## src/rtl/circular_first_free_slot_allocator_defines.svh

```systemverilog
// ----------------------------------------------------------------------------
// Assertion macros for the circular first-free slot allocator
// Concurrent assertion helpers; they compile to nothing in synthesis.
// ----------------------------------------------------------------------------
`ifndef CIRCULAR_FIRST_FREE_SLOT_ALLOCATOR_DEFINES_SVH
`define CIRCULAR_FIRST_FREE_SLOT_ALLOCATOR_DEFINES_SVH

`ifndef SYNTHESIS
`define CFFSA_ASSERT(lbl, clk, rst_n, expr) \
	lbl: assert property (@(posedge clk) disable iff (!rst_n) (expr)) \
		else $error("assertion failed");
`define CFFSA_ASSERT_IMP(lbl, clk, rst_n, ante, cons) \
	lbl: assert property (@(posedge clk) disable iff (!rst_n) (ante) |-> (cons)) \
		else $error("assertion failed");
`define CFFSA_ASSERT_NEXT(lbl, clk, rst_n, ante, cons) \
	lbl: assert property (@(posedge clk) disable iff (!rst_n) (ante) |=> (cons)) \
		else $error("assertion failed");
`else
`define CFFSA_ASSERT(lbl, clk, rst_n, expr)
`define CFFSA_ASSERT_IMP(lbl, clk, rst_n, ante, cons)
`define CFFSA_ASSERT_NEXT(lbl, clk, rst_n, ante, cons)
`endif

`endif

```

## src/rtl/cffsa_pkg.sv

```systemverilog
// ----------------------------------------------------------------------------
// Circular first-free slot allocator package
// Sizes, codes and types shared by the allocator and its word scanner.
// ----------------------------------------------------------------------------
package cffsa_pkg;

	localparam int MAX_PLACES = 256;
	localparam int PLACE_W    = 9;
	localparam int TDATA_W    = ((PLACE_W + 7) / 8) * 8;
	localparam int WORD_W     = (MAX_PLACES < 16) ? MAX_PLACES : 16;
	localparam int NUM_WORDS  = (MAX_PLACES + WORD_W - 1) / WORD_W;
	localparam int BIT_W      = (WORD_W > 1) ? $clog2(WORD_W) : 1;
	localparam int WIDX_W     = (NUM_WORDS > 1) ? $clog2(NUM_WORDS) : 1;
	localparam int G_W        = WIDX_W + BIT_W;
	localparam int CNT_W      = $clog2(MAX_PLACES + 1);
	localparam int CMP_W      = ((PLACE_W > CNT_W) ? PLACE_W : CNT_W) + G_W;

	localparam logic FUNC_ALLOC   = 1'b0;
	localparam logic FUNC_RELEASE = 1'b1;

	typedef enum logic [1:0] {
		ST_IDLE = 2'b01,
		ST_SCAN = 2'b10
	} state_t;

	typedef struct packed {
		logic [WIDX_W-1:0] word;
		logic [CMP_W-1:0]  lo;
		logic [CMP_W-1:0]  hi;
	} scan_ctl_t;

	typedef struct packed {
		logic             found;
		logic [BIT_W-1:0] bit_idx;
	} scan_res_t;

endpackage

```

## src/rtl/cffsa_word_scan.sv

```systemverilog
// ----------------------------------------------------------------------------
// Word scanner
// Finds the lowest free slot of one occupancy word inside a slot window.
// ----------------------------------------------------------------------------
module cffsa_word_scan
	import cffsa_pkg::*;
(
	input  logic [WORD_W-1:0] occ_word,
	input  scan_ctl_t         ctl,
	output scan_res_t         res
);

	logic [WORD_W-1:0] cand;

	always_comb begin
		logic [CMP_W-1:0] g;
		for (int b = 0; b < WORD_W; b++) begin
			g = CMP_W'({ctl.word, BIT_W'(b)});
			cand[b] = !occ_word[b] && (g >= ctl.lo) && (g < ctl.hi);
		end
	end

	always_comb begin
		res.found   = 1'b0;
		res.bit_idx = '0;
		for (int b = WORD_W - 1; b >= 0; b--) begin
			if (cand[b]) begin
				res.found   = 1'b1;
				res.bit_idx = BIT_W'(b);
			end
		end
	end

endmodule

```

## src/rtl/circular_first_free_slot_allocator.sv

```systemverilog
// ----------------------------------------------------------------------------
// Circular first-free slot allocator
// Grants the first free slot at or after a preferred slot on a ring and
// frees slots on release requests.
// ----------------------------------------------------------------------------
//  Channel   Direction  Contents
//  s_*       in         request: tuser = func, tdata = place
//  m_*       out        grant:   tdata = granted_place, tuser = full_res
//  cfg_*     in         num_places register write
//
//  A release request completes in its accept cycle. An allocate request is
//  accepted and then scanned, one occupancy word of WORD_W slots per cycle
//  through the shared word scanner.
//  Reset frees every slot at once and sets num_places to MAX_PLACES.
//  A scan that ends while a grant is still waiting at the output holds until
//  the output register is free.
// ----------------------------------------------------------------------------
`include "circular_first_free_slot_allocator_defines.svh"

module circular_first_free_slot_allocator
	import cffsa_pkg::*;
(
	input  logic               clk,
	input  logic               arst_n,
	input  logic               s_tvalid,
	output logic               s_tready,
	input  logic [TDATA_W-1:0] s_tdata,     // [8:0] place
	input  logic               s_tuser,     // [0] func
	output logic               m_tvalid,
	input  logic               m_tready,
	output logic [TDATA_W-1:0] m_tdata,     // [8:0] granted_place
	output logic               m_tuser,     // [0] full_res
	input  logic               cfg_wr_en,
	input  logic [PLACE_W-1:0] cfg_wr_data
);

	state_t                         state_q;
	logic [PLACE_W-1:0]             num_q;
	logic [NUM_WORDS-1:0][WORD_W-1:0] occ_q;
	logic [G_W-1:0]                 start_q;
	logic [WIDX_W-1:0]              word_q;
	logic                           wrapped_q;
	logic                           m_valid_q;
	logic [PLACE_W-1:0]             granted_q;
	logic                           full_q;

	logic [CNT_W-1:0]   ring_n;
	logic [CMP_W-1:0]   place_x;
	logic [CMP_W-1:0]   ring_x;
	logic               place_ok;
	logic [G_W-1:0]     place_idx;
	logic [G_W-1:0]     last_idx;
	logic [WIDX_W-1:0]  last_word;
	logic [WIDX_W-1:0]  start_word;
	logic               at_start;
	logic               scan_last;
	logic               out_free;
	logic               req_acc;
	logic               grant_fire;
	logic [G_W-1:0]     hit_idx;
	scan_ctl_t          ctl;
	scan_res_t          res;

	always_comb begin
		if (num_q == '0) begin
			ring_n = CNT_W'(1);
		end else if (CMP_W'(num_q) > CMP_W'(MAX_PLACES)) begin
			ring_n = CNT_W'(MAX_PLACES);
		end else begin
			ring_n = CNT_W'(num_q);
		end
	end

	assign place_x    = CMP_W'(s_tdata[PLACE_W-1:0]);
	assign ring_x     = CMP_W'(ring_n);
	assign place_ok   = (place_x != '0) && (place_x <= ring_x);
	assign place_idx  = G_W'(place_x - CMP_W'(1));
	assign last_idx   = G_W'(ring_x - CMP_W'(1));
	assign last_word  = last_idx[G_W-1:BIT_W];
	assign start_word = start_q[G_W-1:BIT_W];
	assign at_start   = (word_q == start_word);

	assign s_tready = (state_q == ST_IDLE);
	assign req_acc  = s_tvalid && s_tready;
	assign out_free = !m_valid_q || m_tready;

	always_comb begin
		ctl.word = word_q;
		ctl.lo   = (at_start && !wrapped_q) ? CMP_W'(start_q) : '0;
		ctl.hi   = (at_start && wrapped_q) ? CMP_W'(start_q) : ring_x;
	end

	cffsa_word_scan u_scan (
		.occ_word (occ_q[word_q]),
		.ctl      (ctl),
		.res      (res)
	);

	assign scan_last  = res.found || (at_start && wrapped_q);
	assign hit_idx    = {word_q, res.bit_idx};
	assign grant_fire = (state_q == ST_SCAN) && scan_last && out_free;

	always_ff @(posedge clk or negedge arst_n) begin
		if (!arst_n) begin
			num_q <= PLACE_W'(MAX_PLACES);
		end else if (cfg_wr_en) begin
			num_q <= cfg_wr_data;
		end
	end

	always_ff @(posedge clk or negedge arst_n) begin
		if (!arst_n) begin
			m_valid_q <= 1'b0;
		end else if (grant_fire) begin
			m_valid_q <= 1'b1;
		end else if (m_tready) begin
			m_valid_q <= 1'b0;
		end
	end

	always_ff @(posedge clk or negedge arst_n) begin
		if (!arst_n) begin
			state_q   <= ST_IDLE;
			occ_q     <= '0;
			word_q    <= '0;
			wrapped_q <= 1'b0;
		end else begin
			case (state_q)
				ST_IDLE: begin
					if (req_acc) begin
						if (s_tuser == FUNC_RELEASE) begin
							if (place_ok) begin
								occ_q[place_idx[G_W-1:BIT_W]][place_idx[BIT_W-1:0]] <= 1'b0;
							end
						end else begin
							word_q    <= place_ok ? place_idx[G_W-1:BIT_W] : '0;
							wrapped_q <= 1'b0;
							state_q   <= ST_SCAN;
						end
					end
				end
				ST_SCAN: begin
					if (scan_last) begin
						if (out_free) begin
							if (res.found) begin
								occ_q[word_q][res.bit_idx] <= 1'b1;
							end
							state_q <= ST_IDLE;
						end
					end else if (word_q == last_word) begin
						word_q    <= '0;
						wrapped_q <= 1'b1;
					end else begin
						word_q <= word_q + WIDX_W'(1);
					end
				end
				default: begin
					state_q <= ST_IDLE;
				end
			endcase
		end
	end

	always_ff @(posedge clk) begin
		if (req_acc && s_tuser == FUNC_ALLOC) begin
			start_q <= place_ok ? place_idx : '0;
		end
		if (grant_fire) begin
			granted_q <= res.found ? PLACE_W'(CMP_W'(hit_idx) + CMP_W'(1)) : '0;
			full_q    <= !res.found;
		end
	end

	assign m_tvalid = m_valid_q;
	assign m_tdata  = TDATA_W'(granted_q);
	assign m_tuser  = full_q;

	`CFFSA_ASSERT_IMP(a_full_gives_zero, clk, arst_n, m_tvalid && m_tuser, m_tdata == '0)
	`CFFSA_ASSERT_IMP(a_hit_is_free, clk, arst_n,
		state_q == ST_SCAN && res.found, !occ_q[word_q][res.bit_idx])
	`CFFSA_ASSERT_NEXT(a_release_no_result, clk, arst_n,
		req_acc && s_tuser == FUNC_RELEASE && !(m_tvalid && m_tready),
		m_tvalid == $past(m_tvalid))

endmodule
```

## config.mk

```make
export PLATFORM = sky130hd
export DESIGN_NAME = circular_first_free_slot_allocator
export DESIGN_NICKNAME = d
export VERILOG_FILES = /design/src/rtl/cffsa_pkg.sv /design/src/rtl/cffsa_word_scan.sv /design/src/rtl/circular_first_free_slot_allocator.sv
export VERILOG_INCLUDE_DIRS = /design/src /design/src/rtl
export SDC_FILE = /design/constraint.sdc
export NUM_CORES = 1
export LEC_CHECK = 0
export BUFFER_PORTS_ARGS = -buffer_cell sky130_fd_sc_hd__buf_2
export CAP_MARGIN = 20
export CORE_ASPECT_RATIO = 0.9
export CORE_MARGIN = 2
export CORE_UTILIZATION = 40
export DETAILED_ROUTE_END_ITERATION = 16
export MAX_ROUTING_LAYER = met4
export PLACE_DENSITY = 0.59
export SYNTH_ARGS = -nofsm -noshare
export SYNTH_HDL_FRONTEND = slang
export SYNTH_SLANG_ARGS = --single-unit
```

## constraint.sdc

```tcl
create_clock -name clk -period 8.28 [get_ports clk]
set_input_delay 2.484 -clock clk [delete_from_list [all_inputs] [get_ports clk]]
set_output_delay 2.484 -clock clk [all_outputs]
set_load 0.01 [all_outputs]
```

Word level (Yosys, flattened, before mapping)
Index checks and enable logic that the tools add are counted.
{"block": "classes", "n_eq_ne": 13, "bitwise": 4, "order_cmp": 42, "n_shift": 0, "add_sub_neg": 4, "n_div": 0, "mul": 0, "muxes": 55, "n_reduce_logical": 72}
{"op": "2-to-1 mux 256 bit", "count": 6}
{"op": "case mux 256 bit (2 select lines)", "count": 1}
{"op": "AND 256 bit", "count": 1}
{"op": "inverter 256 bit", "count": 1}
{"op": "bitwise OR 256 bit", "count": 1}
{"op": "less-than comparator 8 x 9 -> 1 bit", "count": 16}
{"op": "demux 16 bit (select 4 bit)", "count": 2}
{"op": "greater-or-equal comparator 8 bit", "count": 16}
{"op": "2-to-1 mux 5 bit", "count": 16}
{"op": "binary-select mux 16 bit (select 4 bit)", "count": 1}
{"op": "2-to-1 mux 16 bit", "count": 3}
{"op": "logical AND 1 bit", "count": 43}
{"op": "2-to-1 mux 9 bit", "count": 3}
{"op": "less-than comparator 4 x 5 -> 1 bit, second input constant", "count": 4}
{"op": "2-to-1 mux 4 bit", "count": 5}
{"op": "zero test 1 bit", "count": 19}
{"op": "nonzero test 17 bit", "count": 1}
{"op": "greater-or-equal comparator 4 x 1 -> 1 bit, second input constant", "count": 4}
{"op": "subtractor 8 x 1 -> 8 bit, second input constant", "count": 2}
{"op": "inequality test 2 bit, second input constant", "count": 5}
{"op": "adder 8 x 1 -> 9 bit, second input constant", "count": 1}
{"op": "greater-than comparator 9 bit, second input constant", "count": 1}
{"op": "less-or-equal comparator 9 bit", "count": 1}
{"op": "zero test 9 bit", "count": 1}
{"op": "other kinds (18)", "count": 36}
{"block": "word_totals", "latchBits": 0, "register_bits": 291, "elab_cells": 214, "memories": 0, "ramBits": 0, "mem_bits_ro": 0}

Longest topological paths before layout
{"block": "logic_depth", "ltp_word": 33, "depth_mapped": 26, "depth_no_buf": 21}

Modules after synthesis
A second synthesis with hierarchy kept.
{"block": "unflattened", "hier_cells": 1584, "area_unflattened_um2": 15917.8}
{"mod": "circular_first_free_slot_allocator", "area_each_um2": 14667.8, "instances": 1, "cells_each": 1399}
{"mod": "cffsa_word_scan", "area_each_um2": 1249.9, "instances": 1, "cells_each": 185}

Worst setup path after synthesis
OpenSTA, ideal clock, no wires.
{"block": "synth_path", "kind": "flip-flop to flip-flop", "startpoint": "reg word_q[1]", "endpoint": "reg granted_q[4], data pin", "arrival_ps": 5023, "path_stages_with_launch": 23, "path_slack_ps": 3001, "period_less_slack_ps": 5279, "setup_ps": 256, "path_buffers": 3, "cell_sequence": "dfrtp_1 -> buf_4 -> xnor2_1 -> nand4_1 -> buf_2 -> nor2_1 -> clkbuf_1 -> a21oi_1 -> ha_1 -> a21oi_1 -> and2_1 -> a221o_1 -> a31oi_2 -> a2111o_1 -> o31a_1 -> nor2_1 -> a311o_1 -> a21oi_1 -> ha_1 -> inv_1 -> nor4_1 -> xnor2_1 -> nor2_1"}
{"block": "synth_between", "elab_chain_cells": 23, "elab_cells_between_ends": 104, "cone_classes": "add/sub (1); order compare (32); eq/ne (1); mux (20); reduce/logical (50)"}
{"element": "start, declared", "line": "circular_first_free_slot_allocator.sv:41", "source": "logic [WIDX_W-1:0] word_q;"}
{"element": "start signal, assigned", "line": "circular_first_free_slot_allocator.sv:136", "source": "word_q <= place_ok ? place_idx[G_W-1:BIT_W] : '0;"}
{"element": "start signal, assigned", "line": "circular_first_free_slot_allocator.sv:154", "source": "word_q <= word_q + WIDX_W'(1);"}
{"element": "== test 4 bit", "line": "circular_first_free_slot_allocator.sv:81", "source": "assign at_start = (word_q == start_word);"}
{"element": "logical AND 1 bit", "line": "circular_first_free_slot_allocator.sv:89", "source": "ctl.lo = (at_start && !wrapped_q) ? CMP_W'(start_q) : '0;"}
{"element": "2-to-1 mux 8 bit", "line": "circular_first_free_slot_allocator.sv:89"}
{"element": "greater-or-equal comparator 8 bit", "line": "cffsa_word_scan.sv:19", "source": "cand[b] = !occ_word[b] && (g >= ctl.lo) && (g < ctl.hi);"}
{"element": "logical AND 1 bit (2 in a row)", "line": "cffsa_word_scan.sv:19"}
{"element": "2-to-1 mux 5 bit (15 in a row)", "line": "cffsa_word_scan.sv:27", "source": "if (cand[b]) begin"}
{"element": "2-to-1 mux 5 bit (*)", "line": "cffsa_word_scan.sv:27"}
{"element": "adder 8 x 1 -> 9 bit", "line": "circular_first_free_slot_allocator.sv:169", "source": "granted_q <= res.found ? PLACE_W'(CMP_W'(hit_idx) + CMP_W'(1)) : '0;"}
{"element": "end signal, assigned", "line": "circular_first_free_slot_allocator.sv:169"}
{"element": "end, declared", "line": "circular_first_free_slot_allocator.sv:44", "source": "logic [PLACE_W-1:0] granted_q;"}
Every way passes the cells marked *; elsewhere a longest branch is shown, timed or not. The select of a mux whose other input is x is not followed.
A chain may end at the register's enable or synchronous reset.

Worst setup path after layout
{"block": "layout_path", "startpoint": "reg word_q[0]", "endpoint": "reg occ_q[63] in the netlist's numbering"}
{"block": "layout_between", "elab_chain_cells": 33, "elab_cells_between_ends": 122, "cone_classes": "order compare (36); eq/ne (3); mux (28); bitwise (1); reduce/logical (54)"}
{"element": "== test 4 bit", "line": "circular_first_free_slot_allocator.sv:81"}
{"element": "logical AND 1 bit", "line": "circular_first_free_slot_allocator.sv:89"}
{"element": "2-to-1 mux 8 bit", "line": "circular_first_free_slot_allocator.sv:89"}
{"element": "greater-or-equal comparator 8 bit", "line": "cffsa_word_scan.sv:19"}
{"element": "logical AND 1 bit (2 in a row)", "line": "cffsa_word_scan.sv:19"}
{"element": "2-to-1 mux 5 bit (16 in a row)", "line": "cffsa_word_scan.sv:27"}
{"element": "less-than comparator 4 x 5 -> 1 bit (implied by the code) / greater-or-equal comparator 4 x 1 -> 1 bit (equally long branches)", "line": "circular_first_free_slot_allocator.sv:146", "source": "occ_q[word_q][res.bit_idx] <= 1'b1;"}
{"element": "logical AND 1 bit (implied by the code)", "line": "circular_first_free_slot_allocator.sv:146"}
{"element": "2-to-1 mux 1 bit (implied by the code)", "line": "circular_first_free_slot_allocator.sv:146"}
{"element": "demux 1 bit (select 4 bit)", "line": "circular_first_free_slot_allocator.sv:146"}
{"element": "2-to-1 mux 16 bit (implied by the code)", "line": "circular_first_free_slot_allocator.sv:146"}
{"element": "demux 16 bit (select 4 bit)", "line": "circular_first_free_slot_allocator.sv:146"}
{"element": "bitwise OR 256 bit (no source line)"}
{"element": "2-to-1 mux 256 bit", "line": "circular_first_free_slot_allocator.sv:145", "source": "if (res.found) begin"}
{"element": "2-to-1 mux 256 bit", "line": "circular_first_free_slot_allocator.sv:144", "source": "if (out_free) begin"}
{"element": "2-to-1 mux 256 bit", "line": "circular_first_free_slot_allocator.sv:143", "source": "if (scan_last) begin"}
{"element": "case mux 256 bit (2 select lines)", "line": "circular_first_free_slot_allocator.sv:128", "source": "case (state_q)"}
{"element": "end signal, assigned", "line": "circular_first_free_slot_allocator.sv:124", "source": "occ_q <= '0;"}
{"element": "end signal, assigned by index", "line": "circular_first_free_slot_allocator.sv:133", "source": "occ_q[place_idx[G_W-1:BIT_W]][place_idx[BIT_W-1:0]] <= 1'b0;"}
{"element": "end signal, assigned by index", "line": "circular_first_free_slot_allocator.sv:146"}
{"element": "end, declared", "line": "circular_first_free_slot_allocator.sv:39", "source": "logic [NUM_WORDS-1:0][WORD_W-1:0] occ_q;"}
Several ways; a longest one is shown, not always the timed one. The select of a mux whose other input is x is not followed.

==> metrics <==
most frequent cell after synthesis o21ai_0; DRT Pass-1 Iters 6; average wire per standard cell 25.6 µm; Post-synth ARST share 93.8%; post-synth cell types 89; Sequential Power Share 34.5%; Critical Path Start Type register; post-synthesis sequential area ratio 46.0%; status finished, final reports clean; relative slew slack 24.8%; Max Clock Freq 144 MHz; Met3 Wirelength 4.99 mm; Final min period 6960 ps; drt drc 0; clk_lat worst skew 590 ps; CTS Buf Count 31; wire length on met2 24.4 mm; Critical Path Max Stage Delay 720 ps; Area growth, synth to finish 9.77%; worst-path cell chain xnor2_1, nand4_1, buf_4, nor2_1, a21oi_1, ha_1, nand3_1, a2111oi_0, or2_2, and3_1, o31a_1, nor2_1, a311o_1, a21oi_1, ha_1, inv_1, nor4_1, a21oi_1, a211oi_1; clock share of power 29.4%; Post-synth top cells 465 x o21ai_0, 271 x dfrtp_1, 96 x nand3_1, 89 x clkbuf_1, 75 x mux4_2; syn avg cell area 10.1 µm²; main flop type after synthesis dfrtp_1; Via density 6.45; IO Pins 50; post-synthesis cell count 1583; GR Overflow Total 0; Vias 13600; CP arrival 7420 ps; clk slew on worst S/H paths 60 ps; row count 69; Static Leak 6.99 nW; RSZ-0062 raised after global routing false; clock skew 16.4 ps; CP max FO 23; sw frac 38.3%; die footprint 0.0417 mm²; P_int 0.00294 W; worst vdd ir 0.169 mV; CTS Root Cell clkbuf_16; final net count 1617; Starting Density 40.5%; actual transition at the worst max-transition pin 1130 ps; port buffer count 35; CP Class register to register; filler cell count 3809; M1 WL 22.9 mm; worst path bufs/invs 2; area leader, netlist dfrtp_1; Synth warnings 0; post-layout util 44.5%; sw power 0.00183 W; final hold vios 0; Slowest-stage cell, CP nor4_1; EDFF count, synth 18; first-pass GRT wire length 83.1 mm; Final Cycle Share 84.0%; CTS H-tree depth 1; Detailed Place HPWL 34.6 mm; HP Start occ_q[8]$_DFFE_PN0P_; Clock Sinks 291; synth top area cells dfrtp_1 42%, o21ai_0 15%, mux4_2 11%, edfxtp_1 3.4%, nand3_1 3.0%; Post-CTS Setup Repair Bufs 0; fin. max-slew vios 0; final wirelength 54.1 mm; CTS tree yes; Max-Cap Viols 0; CTS hold repair buffers 0; die height 194 µm; Routed Antenna Nets 0; # setup viols final 0; critical path startpoint word_q[0]$_DFFE_PN0P_; CTS max path bufs 3; DRT iter0 DRCs 1562; Final GP Congestion 0.963; highest routed layer met4; chip width 215 µm; R2R Path Start word_q[0]$_DFFE_PN0P_; post-CTS sizing 0; Power Density 271 mW/mm²; Worst setup EP type register; vias in the first global route 13100; CP required 8740 ps; worst min path class register to register; fraction of layout cells with a size suffix above 1 16.0%; setup_tns 0 ps; Critical Path Most Common Cell a21oi_1; crit-path leading delay family compound AO/OA/AOI/OAI gates; pin count of the biggest net entering global routing 119; area fraction of the dominant cell type after synthesis 42.3%; initial antenna violation count 2; post-synthesis cell area 0.0160 mm²; GRT Overall Usage 26.7%; Seq cells post-synth 291; Placeable Area 0.0395 mm²; Comb power frac 36.1%
==> power by group through the flow <==
stage          sequential, W  clock [W]  combinational [W]
2_1_floorplan        0.00164          0            0.00114
3_5_place_dp         0.00167          0            0.00167
3_3_place_gp         0.00166          0            0.00166
6_report             0.00165    0.00140            0.00172
4_1_cts              0.00164    0.00142            0.00168
5_1_grt              0.00166    0.00147            0.00183
==> per-stage QoR <==
stage               hold slack (ps)  cells  cell area, µm²  total power, W  worst slack, ps
floorplan                       463   1589           16000         0.00278             3000
global placement                482   2052           16600         0.00333             1530
detailed placement              493   2052           16600         0.00334             1550
CTS                             506   2109           17600         0.00474             1530
global route                    531   2112           17600         0.00496              902
finish                          504   2112           17600         0.00477             1320
==> cell usage in the layout (no fill, tap or decap), drive strengths merged, types with 5 or more instances in the layout <==
cell type  netlist  routed
a211o            5       5
a211oi           8       8
a21o             6       6
a21oi           39      39
a221oi           5       5
a22oi            8       8
a31oi            7       7
and2            10      10
and3             6       6
buf             52      73
clkbuf          89      51
conb             1       7
dfrtp          271     271
edfxtp          18      18
ha              32      32
inv             27      28
mux2             8       8
mux4            75      75
nand2           44      44
nand3           98      98
nand4           14      14
nor2            55      55
nor2b           13      13
nor3            28      28
nor4            11      11
o211ai          17      17
o21a             6       6
o21ai          515     515
o31ai           22      22
o41ai            7       7
or2              6       6
or3              5       5
xnor2           10      10
==> metal layers <==
layer	up-vias	global-route usage [%]
met4	0	8.17
met2	696	39.4
li1	5914	-
met3	130	5.15
met1	6876	37.6
met5	-	-
==> worst min-delay path, delay by kind of cell, from the launching register on <==
family,cells,cell delay [ps]
AO/OA/AOI/OAI,2,130
flip-flops,1,340
==> state kept, by name, summed over array words and instances (netlist names) <==
| register | flops |
|---|---|
| occ_q | 256 |
| m_tvalid | 1 |
| state_q | 2 |
| word_q | 4 |
| m_tuser | 1 |
| start_q | 8 |
| num_q | 9 |
| wrapped_q | 1 |
| granted_q | 9 |
==> worst paths after layout <==
check / endpoint / slack (ps) / cells after the start
min in group asynchronous: occ_q[229]$_DFFE_PN0P_ / 1940 / 1
max in group asynchronous: occ_q[136]$_DFFE_PN0P_ / 5120 / 2
hold / removal: occ_q[8]$_DFFE_PN0P_ / 500 / 2
setup / recovery: occ_q[63]$_DFFE_PN0P_ / 1320 / 19
hold reg to reg: occ_q[8]$_DFFE_PN0P_ / 500 / 2
setup reg to reg: occ_q[63]$_DFFE_PN0P_ / 1320 / 19
==> logic make-up (layout without fill, tap and decap cells) <==
| group | Yosys count | after routing | synth area share [%] |
|---|---|---|---|
| AO/OA/AOI/OAI | 686 | 686 | 24.9 |
| XOR/XNOR | 14 | 14 | 0.765 |
| adder cells (fa/ha/maj) | 32 | 32 | 2.50 |
| buffers and inverters | 168 | 157 | 4.74 |
| flip-flops | 291 | 291 | 46.0 |
| multiplexers | 84 | 84 | 11.2 |
| other | 1 | 9 | 0.0234 |
| AND/OR/NAND/NOR | 307 | 307 | 9.86 |
==> cell type report <==
| cell class | instances | area [µm²] | area share [%] |
|---|---|---|---|
| diodes | 2 | 5.00 | 0.0284 |
| clock buffers | 51 | 931 | 5.29 |
| clock inverters | 6 | 83.8 | 0.477 |
| inverters | 27 | 101 | 0.576 |
| multi-input cells | 1130 | 7930 | 45.1 |
| flip-flops and latches | 291 | 7380 | 42.0 |
| well taps | 532 | 666 | 3.78 |
| repair buffers | 73 | 495 | 2.82 |
(Power assumes the default switching activity.)
